==> src/hdl/buddy_block_allocator_top_assert.svh <==
// Assertion macros for the buddy block allocator.
`ifndef BUDDY_BLOCK_ALLOCATOR_TOP_ASSERT_SVH
`define BUDDY_BLOCK_ALLOCATOR_TOP_ASSERT_SVH

// Property must hold at every clock edge outside reset.
`define BBA_ASSERT(lbl, prop) \
  lbl: assert property (@(posedge clk_i) disable iff (!rst_ni) (prop)) \
    else $error("buddy allocator check failed");

// Condition must never be seen outside reset.
`define BBA_NEVER(lbl, cond) \
  lbl: assert property (@(posedge clk_i) disable iff (!rst_ni) !(cond)) \
    else $error("buddy allocator forbidden condition");

`endif

==> src/hdl/bba_pkg.sv <==
// Shared constants and types of the buddy block allocator.
package bba_pkg;
  localparam int POOL_UNITS  = 64;
  localparam int ADDR_W      = 6;
  localparam int ORDER_COUNT = 7;
  localparam int ORD_W       = 3;
  localparam logic [ORD_W-1:0] TOP_ORDER = ORD_W'(ORDER_COUNT - 1);

  localparam logic [1:0] ST_OK       = 2'd0;
  localparam logic [1:0] ST_NO_SPACE = 2'd1;
  localparam logic [1:0] ST_BAD_FREE = 2'd2;

  typedef struct packed {
    logic              we;
    logic [ADDR_W-1:0] waddr;
    logic [ADDR_W-1:0] wdata;
  } wr_t;

  typedef struct packed {
    wr_t               bsy;
    wr_t               ord;
    wr_t               nxt;
    wr_t               prv;
    logic [ADDR_W-1:0] ra_bo;
    logic [ADDR_W-1:0] ra_np;
  } store_req_t;

  typedef struct packed {
    logic              busy;
    logic [ORD_W-1:0]  order;
    logic [ADDR_W-1:0] next;
    logic [ADDR_W-1:0] prev;
  } store_rsp_t;
endpackage

==> src/hdl/bba_store.sv <==
// Per-unit state memories (busy, order, links) with per-entry valid bits.
module bba_store import bba_pkg::*; (
  input  logic       clk_i,
  input  logic       rst_ni,
  input  store_req_t req_i,
  output store_rsp_t rsp_o
);
  logic              bsy_mem [POOL_UNITS];
  logic [ORD_W-1:0]  ord_mem [POOL_UNITS];
  logic [ADDR_W-1:0] nxt_mem [POOL_UNITS];
  logic [ADDR_W-1:0] prv_mem [POOL_UNITS];
  logic [POOL_UNITS-1:0] bsy_vld_q, ord_vld_q, nxt_vld_q, prv_vld_q;

  logic              bsy_rd_q, bsy_rv_q, ord_rv_q, nxt_rv_q, prv_rv_q;
  logic [ORD_W-1:0]  ord_rd_q;
  logic [ADDR_W-1:0] nxt_rd_q, prv_rd_q, ra_bo_q;

  always_ff @(posedge clk_i) begin
    if (req_i.bsy.we) bsy_mem[req_i.bsy.waddr] <= req_i.bsy.wdata[0];
    if (req_i.ord.we) ord_mem[req_i.ord.waddr] <= req_i.ord.wdata[ORD_W-1:0];
    if (req_i.nxt.we) nxt_mem[req_i.nxt.waddr] <= req_i.nxt.wdata;
    if (req_i.prv.we) prv_mem[req_i.prv.waddr] <= req_i.prv.wdata;
    bsy_rd_q <= bsy_mem[req_i.ra_bo];
    ord_rd_q <= ord_mem[req_i.ra_bo];
    nxt_rd_q <= nxt_mem[req_i.ra_np];
    prv_rd_q <= prv_mem[req_i.ra_np];
    ra_bo_q  <= req_i.ra_bo;
  end

  always_ff @(posedge clk_i or negedge rst_ni) begin
    if (!rst_ni) begin
      bsy_vld_q <= '0;
      ord_vld_q <= '0;
      nxt_vld_q <= '0;
      prv_vld_q <= '0;
      bsy_rv_q  <= 1'b0;
      ord_rv_q  <= 1'b0;
      nxt_rv_q  <= 1'b0;
      prv_rv_q  <= 1'b0;
    end else begin
      if (req_i.bsy.we) bsy_vld_q[req_i.bsy.waddr] <= 1'b1;
      if (req_i.ord.we) ord_vld_q[req_i.ord.waddr] <= 1'b1;
      if (req_i.nxt.we) nxt_vld_q[req_i.nxt.waddr] <= 1'b1;
      if (req_i.prv.we) prv_vld_q[req_i.prv.waddr] <= 1'b1;
      bsy_rv_q <= bsy_vld_q[req_i.ra_bo];
      ord_rv_q <= ord_vld_q[req_i.ra_bo];
      nxt_rv_q <= nxt_vld_q[req_i.ra_np];
      prv_rv_q <= prv_vld_q[req_i.ra_np];
    end
  end

  // Unwritten entries read as their reset value: only unit zero holds the top order.
  assign rsp_o.busy  = bsy_rv_q & bsy_rd_q;
  assign rsp_o.order = ord_rv_q ? ord_rd_q :
                       ((ra_bo_q == '0) ? TOP_ORDER : '0);
  assign rsp_o.next  = nxt_rv_q ? nxt_rd_q : '0;
  assign rsp_o.prev  = prv_rv_q ? prv_rd_q : '0;
endmodule

==> src/hdl/buddy_block_allocator_top.sv <==
// Buddy block allocator over a 64-unit pool: sequencer, free lists and result register.
// An allocate removes the head of the first fitting list and then splits one order at a time;
// a free merges one order at a time, then pushes the merged block onto its list.
// Throughput: one transfer at a time; the input is taken again the cycle after the result is
// loaded into the output register, and loading waits while the previous result is unread.
// Reset: asynchronous, active low; the pool starts as one free order-six block at unit zero.
module buddy_block_allocator_top import bba_pkg::*; (
  input  logic        clk_i,
  input  logic        rst_ni,
  input  logic        s_axis_tvalid_i,
  output logic        s_axis_tready_o,
  input  logic [15:0] s_axis_tdata_i,  // [7:0] request_size, [13:8] block_address, zero pad
  input  logic        s_axis_tuser_i,  // [0] mode: 0 allocate, 1 free
  output logic        m_axis_tvalid_o,
  input  logic        m_axis_tready_i,
  output logic [15:0] m_axis_tdata_o   // [1:0] status, [7:2] result_address,
                                       // [10:8] result_order, zero pad
);
  `include "buddy_block_allocator_top_assert.svh"

  localparam logic [3:0] S_IDLE  = 4'd0;
  localparam logic [3:0] S_AFIND = 4'd1;
  localparam logic [3:0] S_SPLIT = 4'd2;
  localparam logic [3:0] S_RM0   = 4'd3;
  localparam logic [3:0] S_RM1   = 4'd4;
  localparam logic [3:0] S_PUSH0 = 4'd5;
  localparam logic [3:0] S_PUSH1 = 4'd6;
  localparam logic [3:0] S_PUSH2 = 4'd7;
  localparam logic [3:0] S_FR0   = 4'd8;
  localparam logic [3:0] S_FR1   = 4'd9;
  localparam logic [3:0] S_FR2   = 4'd10;
  localparam logic [3:0] S_FR3   = 4'd11;
  localparam logic [3:0] S_FR4   = 4'd12;
  localparam logic [3:0] S_FEND  = 4'd13;
  localparam logic [3:0] S_FDONE = 4'd14;
  localparam logic [3:0] S_OUT   = 4'd15;

  logic [3:0]        state_q, state_d, ret_q, ret_d;
  logic [ADDR_W-1:0] a_q, a_d, u_q, u_d, p_q, p_d;
  logic [ORD_W-1:0]  k_q, k_d, need_q, need_d, i_q, i_d, ord_q, ord_d;
  logic              fail_q, fail_d;
  logic [ADDR_W-1:0] head_q [ORDER_COUNT];
  logic [ADDR_W-1:0] head_d [ORDER_COUNT];
  logic [ORDER_COUNT-1:0] ne_q, ne_d;
  logic [1:0]        rs_q, rs_d;
  logic [ADDR_W-1:0] ra_q, ra_d;
  logic [ORD_W-1:0]  ro_q, ro_d;
  logic              mv_q, mv_d;
  logic [1:0]        ms_q, ms_d;
  logic [ADDR_W-1:0] ma_q, ma_d;
  logic [ORD_W-1:0]  mo_q, mo_d;

  store_req_t req;
  store_rsp_t rsp;

  logic [7:0]        in_size;
  logic [ORD_W-1:0]  need_c, k_c;
  logic              k_ok;
  logic [ADDR_W-1:0] split_c, buddy_c, lo_c;
  logic [ORD_W-1:0]  ord_clamp;

  bba_store u_store (
    .clk_i  (clk_i),
    .rst_ni (rst_ni),
    .req_i  (req),
    .rsp_o  (rsp)
  );

  assign in_size = s_axis_tdata_i[7:0];

  // Smallest order whose block covers the request; zero asks for one unit.
  always_comb begin
    need_c = '0;
    for (int i = ORDER_COUNT - 1; i >= 0; i--) begin
      if (in_size <= 8'(1 << i)) need_c = ORD_W'(i);
    end
  end

  // First non-empty list at or above the needed order.
  always_comb begin
    k_c  = '0;
    k_ok = 1'b0;
    for (int i = ORDER_COUNT - 1; i >= 0; i--) begin
      if (ORD_W'(i) >= need_q && ne_q[i]) begin
        k_c  = ORD_W'(i);
        k_ok = 1'b1;
      end
    end
  end

  assign split_c   = a_q + (ADDR_W'(1) << i_q);
  assign buddy_c   = a_q ^ (ADDR_W'(1) << k_q);
  assign lo_c      = (u_q < a_q) ? u_q : a_q;
  assign ord_clamp = (rsp.order > TOP_ORDER) ? TOP_ORDER : rsp.order;

  always_comb begin
    state_d = state_q;
    ret_d   = ret_q;
    a_d     = a_q;
    u_d     = u_q;
    p_d     = p_q;
    k_d     = k_q;
    need_d  = need_q;
    i_d     = i_q;
    ord_d   = ord_q;
    fail_d  = fail_q;
    head_d  = head_q;
    ne_d    = ne_q;
    rs_d    = rs_q;
    ra_d    = ra_q;
    ro_d    = ro_q;
    mv_d    = mv_q;
    ms_d    = ms_q;
    ma_d    = ma_q;
    mo_d    = mo_q;
    req       = '0;
    req.ra_bo = a_q;
    req.ra_np = u_q;

    // Drop the result once the sink takes it.
    if (mv_q && m_axis_tready_i) mv_d = 1'b0;

    case (state_q)
      S_IDLE: begin
        if (s_axis_tvalid_i) begin
          a_d = s_axis_tdata_i[13:8];
          if (s_axis_tuser_i) begin
            state_d = S_FR0;
          end else begin
            need_d  = need_c;
            fail_d  = in_size > 8'(POOL_UNITS);
            state_d = S_AFIND;
          end
        end
      end
      S_AFIND: begin
        if (fail_q || !k_ok) begin
          rs_d    = ST_NO_SPACE;
          ra_d    = '0;
          ro_d    = '0;
          state_d = S_OUT;
        end else begin
          k_d     = k_c;
          a_d     = head_q[k_c];
          u_d     = head_q[k_c];
          ord_d   = k_c;
          i_d     = need_q;
          ret_d   = S_SPLIT;
          state_d = S_RM0;
        end
      end
      S_SPLIT: begin
        if (i_q < k_q) begin
          // Hand the upper half back to the list of order i.
          req.ord = '{we: 1'b1, waddr: split_c, wdata: ADDR_W'(i_q)};
          req.bsy = '{we: 1'b1, waddr: split_c, wdata: '0};
          u_d     = split_c;
          ord_d   = i_q;
          i_d     = i_q + 1'b1;
          ret_d   = S_SPLIT;
          state_d = S_PUSH0;
        end else begin
          req.ord = '{we: 1'b1, waddr: a_q, wdata: ADDR_W'(need_q)};
          req.bsy = '{we: 1'b1, waddr: a_q, wdata: ADDR_W'(1)};
          rs_d    = ST_OK;
          ra_d    = a_q;
          ro_d    = need_q;
          state_d = S_OUT;
        end
      end
      S_RM0: begin
        state_d = S_RM1;
      end
      S_RM1: begin
        if (rsp.next == u_q) begin
          ne_d[ord_q] = 1'b0;
        end else begin
          req.nxt = '{we: 1'b1, waddr: rsp.prev, wdata: rsp.next};
          req.prv = '{we: 1'b1, waddr: rsp.next, wdata: rsp.prev};
          head_d[ord_q] = rsp.next;
        end
        state_d = ret_q;
      end
      S_PUSH0: begin
        req.ra_np = head_q[ord_q];
        if (!ne_q[ord_q]) begin
          req.nxt = '{we: 1'b1, waddr: u_q, wdata: u_q};
          req.prv = '{we: 1'b1, waddr: u_q, wdata: u_q};
          ne_d[ord_q]   = 1'b1;
          head_d[ord_q] = u_q;
          state_d       = ret_q;
        end else begin
          state_d = S_PUSH1;
        end
      end
      S_PUSH1: begin
        req.nxt = '{we: 1'b1, waddr: u_q, wdata: head_q[ord_q]};
        req.prv = '{we: 1'b1, waddr: u_q, wdata: rsp.prev};
        p_d     = rsp.prev;
        state_d = S_PUSH2;
      end
      S_PUSH2: begin
        req.nxt = '{we: 1'b1, waddr: p_q, wdata: u_q};
        req.prv = '{we: 1'b1, waddr: head_q[ord_q], wdata: u_q};
        head_d[ord_q] = u_q;
        state_d       = ret_q;
      end
      S_FR0: begin
        state_d = S_FR1;
      end
      S_FR1: begin
        if (!rsp.busy) begin
          rs_d    = ST_BAD_FREE;
          ra_d    = '0;
          ro_d    = '0;
          state_d = S_OUT;
        end else begin
          req.bsy = '{we: 1'b1, waddr: a_q, wdata: '0};
          k_d     = ord_clamp;
          state_d = S_FR2;
        end
      end
      S_FR2: begin
        req.ra_bo = buddy_c;
        u_d       = buddy_c;
        state_d   = (k_q < TOP_ORDER) ? S_FR3 : S_FEND;
      end
      S_FR3: begin
        // Merge only with a free buddy of the same order.
        if (rsp.busy || rsp.order != k_q) begin
          state_d = S_FEND;
        end else begin
          ord_d   = k_q;
          ret_d   = S_FR4;
          state_d = S_RM0;
        end
      end
      S_FR4: begin
        a_d     = lo_c;
        k_d     = k_q + 1'b1;
        req.ord = '{we: 1'b1, waddr: lo_c, wdata: ADDR_W'(k_q + 1'b1)};
        state_d = S_FR2;
      end
      S_FEND: begin
        req.ord = '{we: 1'b1, waddr: a_q, wdata: ADDR_W'(k_q)};
        u_d     = a_q;
        ord_d   = k_q;
        ret_d   = S_FDONE;
        state_d = S_PUSH0;
      end
      S_FDONE: begin
        rs_d    = ST_OK;
        ra_d    = a_q;
        ro_d    = k_q;
        state_d = S_OUT;
      end
      S_OUT: begin
        // Hold until the output register is free.
        if (!mv_q || m_axis_tready_i) begin
          mv_d    = 1'b1;
          ms_d    = rs_q;
          ma_d    = ra_q;
          mo_d    = ro_q;
          state_d = S_IDLE;
        end
      end
      default: state_d = S_IDLE;
    endcase
  end

  always_ff @(posedge clk_i or negedge rst_ni) begin
    if (!rst_ni) begin
      state_q <= S_IDLE;
      ret_q   <= S_IDLE;
      ne_q    <= ORDER_COUNT'(1) << (ORDER_COUNT - 1);
      mv_q    <= 1'b0;
      for (int i = 0; i < ORDER_COUNT; i++) head_q[i] <= '0;
    end else begin
      state_q <= state_d;
      ret_q   <= ret_d;
      ne_q    <= ne_d;
      mv_q    <= mv_d;
      head_q  <= head_d;
    end
  end

  always_ff @(posedge clk_i) begin
    a_q    <= a_d;
    u_q    <= u_d;
    p_q    <= p_d;
    k_q    <= k_d;
    need_q <= need_d;
    i_q    <= i_d;
    ord_q  <= ord_d;
    fail_q <= fail_d;
    rs_q   <= rs_d;
    ra_q   <= ra_d;
    ro_q   <= ro_d;
    ms_q   <= ms_d;
    ma_q   <= ma_d;
    mo_q   <= mo_d;
  end

  assign s_axis_tready_o = (state_q == S_IDLE);
  assign m_axis_tvalid_o = mv_q;
  assign m_axis_tdata_o  = {5'b0, mo_q, ma_q, ms_q};

  logic aligned;
  assign aligned = ((ma_q & ~(ADDR_W'({ADDR_W{1'b1}}) << mo_q)) == '0);

  `BBA_NEVER(a_status_code, mv_q && ms_q != ST_OK && ms_q != ST_NO_SPACE && ms_q != ST_BAD_FREE)
  `BBA_NEVER(a_block_aligned, mv_q && ms_q == ST_OK && !aligned)
  `BBA_ASSERT(a_accept_busy, (s_axis_tvalid_i && s_axis_tready_o) |=> !s_axis_tready_o)
endmodule
==> config.mk <==
export PLATFORM = sky130hd
export DESIGN_NAME = buddy_block_allocator_top
export DESIGN_NICKNAME = d
export VERILOG_FILES = /design/src/hdl/bba_pkg.sv /design/src/hdl/bba_store.sv /design/src/hdl/buddy_block_allocator_top.sv
export VERILOG_INCLUDE_DIRS = /design/src /design/src/hdl
export SDC_FILE = /design/constraint.sdc
export NUM_CORES = 2
export LEC_CHECK = 0
export ABC_AREA = 1
export BUFFER_PORTS_ARGS = -buffer_cell sky130_fd_sc_hd__buf_4
export CORE_UTILIZATION = 65
export CTS_CLUSTER_SIZE = 24
export DETAILED_ROUTE_END_ITERATION = 10
export HOLD_SLACK_MARGIN = 0.03
export PLACE_DENSITY = 0.81
export SLEW_MARGIN = 10
export SYNTH_ARGS = -nofsm -noshare
export SYNTH_HDL_FRONTEND = slang
export SYNTH_HIERARCHICAL = 1
export SYNTH_SLANG_ARGS = --single-unit
export TNS_END_PERCENT = 30
==> constraint.sdc <==
create_clock -name clk_i -period 10.1 [get_ports clk_i]
set_clock_uncertainty 0.15 [all_clocks]
set_input_delay 1.01 -clock clk_i [delete_from_list [all_inputs] [get_ports clk_i]]
set_output_delay 1.01 -clock clk_i [all_outputs]
set_load 0.03 [all_outputs]
==> flow_metrics.tcl <==
set metrics [dict create \
    status "finished, final reports clean" \
    cts.sinks 1415 \
    syn_inst 6014 \
    hold_slack_ns 0.0661 \
    grt_max_degree 253 \
    htree_levels 4 \
    insertion_delay_ns 0.76 \
    placed_area_um2 62300 \
    n_fill_cell 6271 \
    rsz0062_at_grt "false" \
    fin_nets 5972 \
    met3_length_mm 17.4 \
    wire_per_inst_um 21.1 \
    port_buffers 31 \
    hold_class "in -> async" \
    die_y_um 310 \
    grt_overflow 0 \
    antenna_found_initial 0 \
    p_per_area_nw_per_um2 319 \
    min_period_over_period_pct 58.0 \
    post-cts-setup-buffer-count 0 \
    worst-setup-path-type "reg -> reg" \
    dp_hpwl_mm 87.6 \
    syn_avg_cell_area_um2 10.3 \
    clk_pin_slew_ns 0.07 \
    worstMarginPinSlew_ns 1.32 \
    highest_layer "met4" \
    ctsResizeCount 0 \
    dp_cells 7039 \
    preCtsSetupSlack_ns 4.55 \
    grt_pass1_vias 42300 \
    track_usage_pct 32.2 \
    setup_ws_ns 4.25 \
    die-area_um2 96400 \
    slew_headroom_pct 11.7 \
    hold_viol 0 \
    area_delta_synth_final_pct 8.04 \
    wl_met1_mm 60.2 \
    peakVddDrop_mv 0.379 \
    drc_errors 0 \
    critPathRequiredTime_ns 10.59 \
    instances_no_fill 7301 \
    holdBufCountCts 0 \
    io_pins 39 \
    numCtsBuffers 141 \
    wirelength_mm 154 \
    cp_max_fo 252 \
    vias_per_cell 6.17 \
    grt_pass1_wl_mm 237 \
    clock_path_buffers 3 \
    finalSetupViolations 0 \
    p_leak_nw 27.3 \
    n_antenna_cell 0 \
    p_total_mw 21.3 \
    routed-via-count 45000 \
    drt-pass1-iter-count 7 \
    die_w_um 310 \
    start_util_pct 66.0 \
    coreArea_um2 93700 \
    fmax_ghz 0.171 \
    gp_congestion 0.977 \
    drive_gt1_share_pct 10.1 \
    syn_area_um2 61800 \
    num_rows 112 \
    final_util_pct 71.3 \
    wl_met2_mm 71.0 \
    ys_warn_count 6 \
    start_kind "flop" \
    cts_root_buf "clkbuf_16" \
    slew_viol_final 0 \
    cp_data_arrival_time_ns 6.34 \
    finalInstanceArea_um2 66800 \
    maxCapViolCount 0 \
    final_antenna_net_count 0 \
    cts_tree "yes" \
    end_kind "flop" \
    drt_iter0_drc 6320 \
    finalCriticalPeriod_ns 5.85 \
    tns_ns 0 \
]
sequential cells by signal, indices dropped and copies added, names as in the netlist, 4 cells and up, named ones only:
signal,cells
a_q,6
head_q,42
ma_q,6
p_q,6
ra_q,6
state_q,4
u_q,6
u_store/bsy_mem,64
u_store/bsy_vld_q,64
u_store/nxt_mem,384
u_store/nxt_rd_q,6
u_store/nxt_vld_q,64
u_store/ord_mem,192
u_store/ord_vld_q,64
u_store/prv_mem,384
u_store/prv_rd_q,6
u_store/prv_vld_q,64
u_store/ra_bo_q,6
placed cells by master (no fill, tap or decap), types with 23 or more instances in the layout:
cell type / instances
clkbuf_1: 35
nor2_1: 347
dfrtp_1: 315
or2_2: 258
o21ai_0: 45
buf_4: 76
a21oi_1: 47
nor3_1: 23
edfxtp_1: 1077
nand3_1: 1202
nand2_1: 1942
clkbuf_16: 142
nand4_1: 58
inv_1: 172
clkinv_1: 28
metal layers:
| metal | global-route usage, % | vias up |
|---|---|---|
| met5 | 0 | - |
| met4 | 13.2 | 0 |
| met3 | 6.11 | 402 |
| met2 | 49.2 | 2814 |
| met1 | 45.9 | 21500 |
| li1 | - | 20300 |
critical path: stages, from the launching register on:
cell and delay [ns]:
edfxtp_1 0.49, inv_2 0.15, nand3_1 0.21, inv_1 0.39, a22oi_1 0.12, o211ai_1 0.27
nand2_1 0.18, o21ai_4 0.11, buf_12 0.53, clkinv_8 0.94, buf_4 0.84, nand2_1 0.19
nand3_1 0.10, nand3_1 0.17, nand2_1 0.08, nand2_1 0.06, nand3_1 0.15, nand3_1 0.17
nand2_1 0.07
power by group:
part	switching (mW)	internal, mW	total [mW]
combinational	6.48	2.18	8.65
sequential	0.275	7.27	7.54
clock	2.21	2.88	5.09
total	8.96	12.3	21.3
layout make-up:
| class | count | area, um2 | area share (%) |
|---|---|---|---|
| Clock buffer | 188 | 3840 | 5.74 |
| Clock inverter | 74 | 671 | 1.00 |
| Inverter | 204 | 792 | 1.19 |
| Multi-Input combinational cell | 4085 | 18600 | 27.8 |
| Sequential cell | 1415 | 40700 | 60.9 |
| Tap cell | 1254 | 1570 | 2.35 |
| Timing Repair Buffer | 81 | 666 | 0.996 |
final timing paths:
path	startpoint	end	slack, ns	depth (start not counted)
worst min-delay path	rst_ni	u_store/bsy_vld_q[12]	0.07	1
worst max register to register	ord_q[2]	u_store/prv_rd_q[0]	4.25	18
worst max-delay path	ord_q[2]	u_store/prv_rd_q[0]	4.25	18
max in group asynchronous	rst_ni	u_store/prv_vld_q[17]	7.53	3
min in group clk_i	ra_q[5]	ma_q[5]	0.27	0
worst min register to register	ra_q[5]	ma_q[5]	0.27	0
Note: power is estimated with default switching activity, not from simulation.
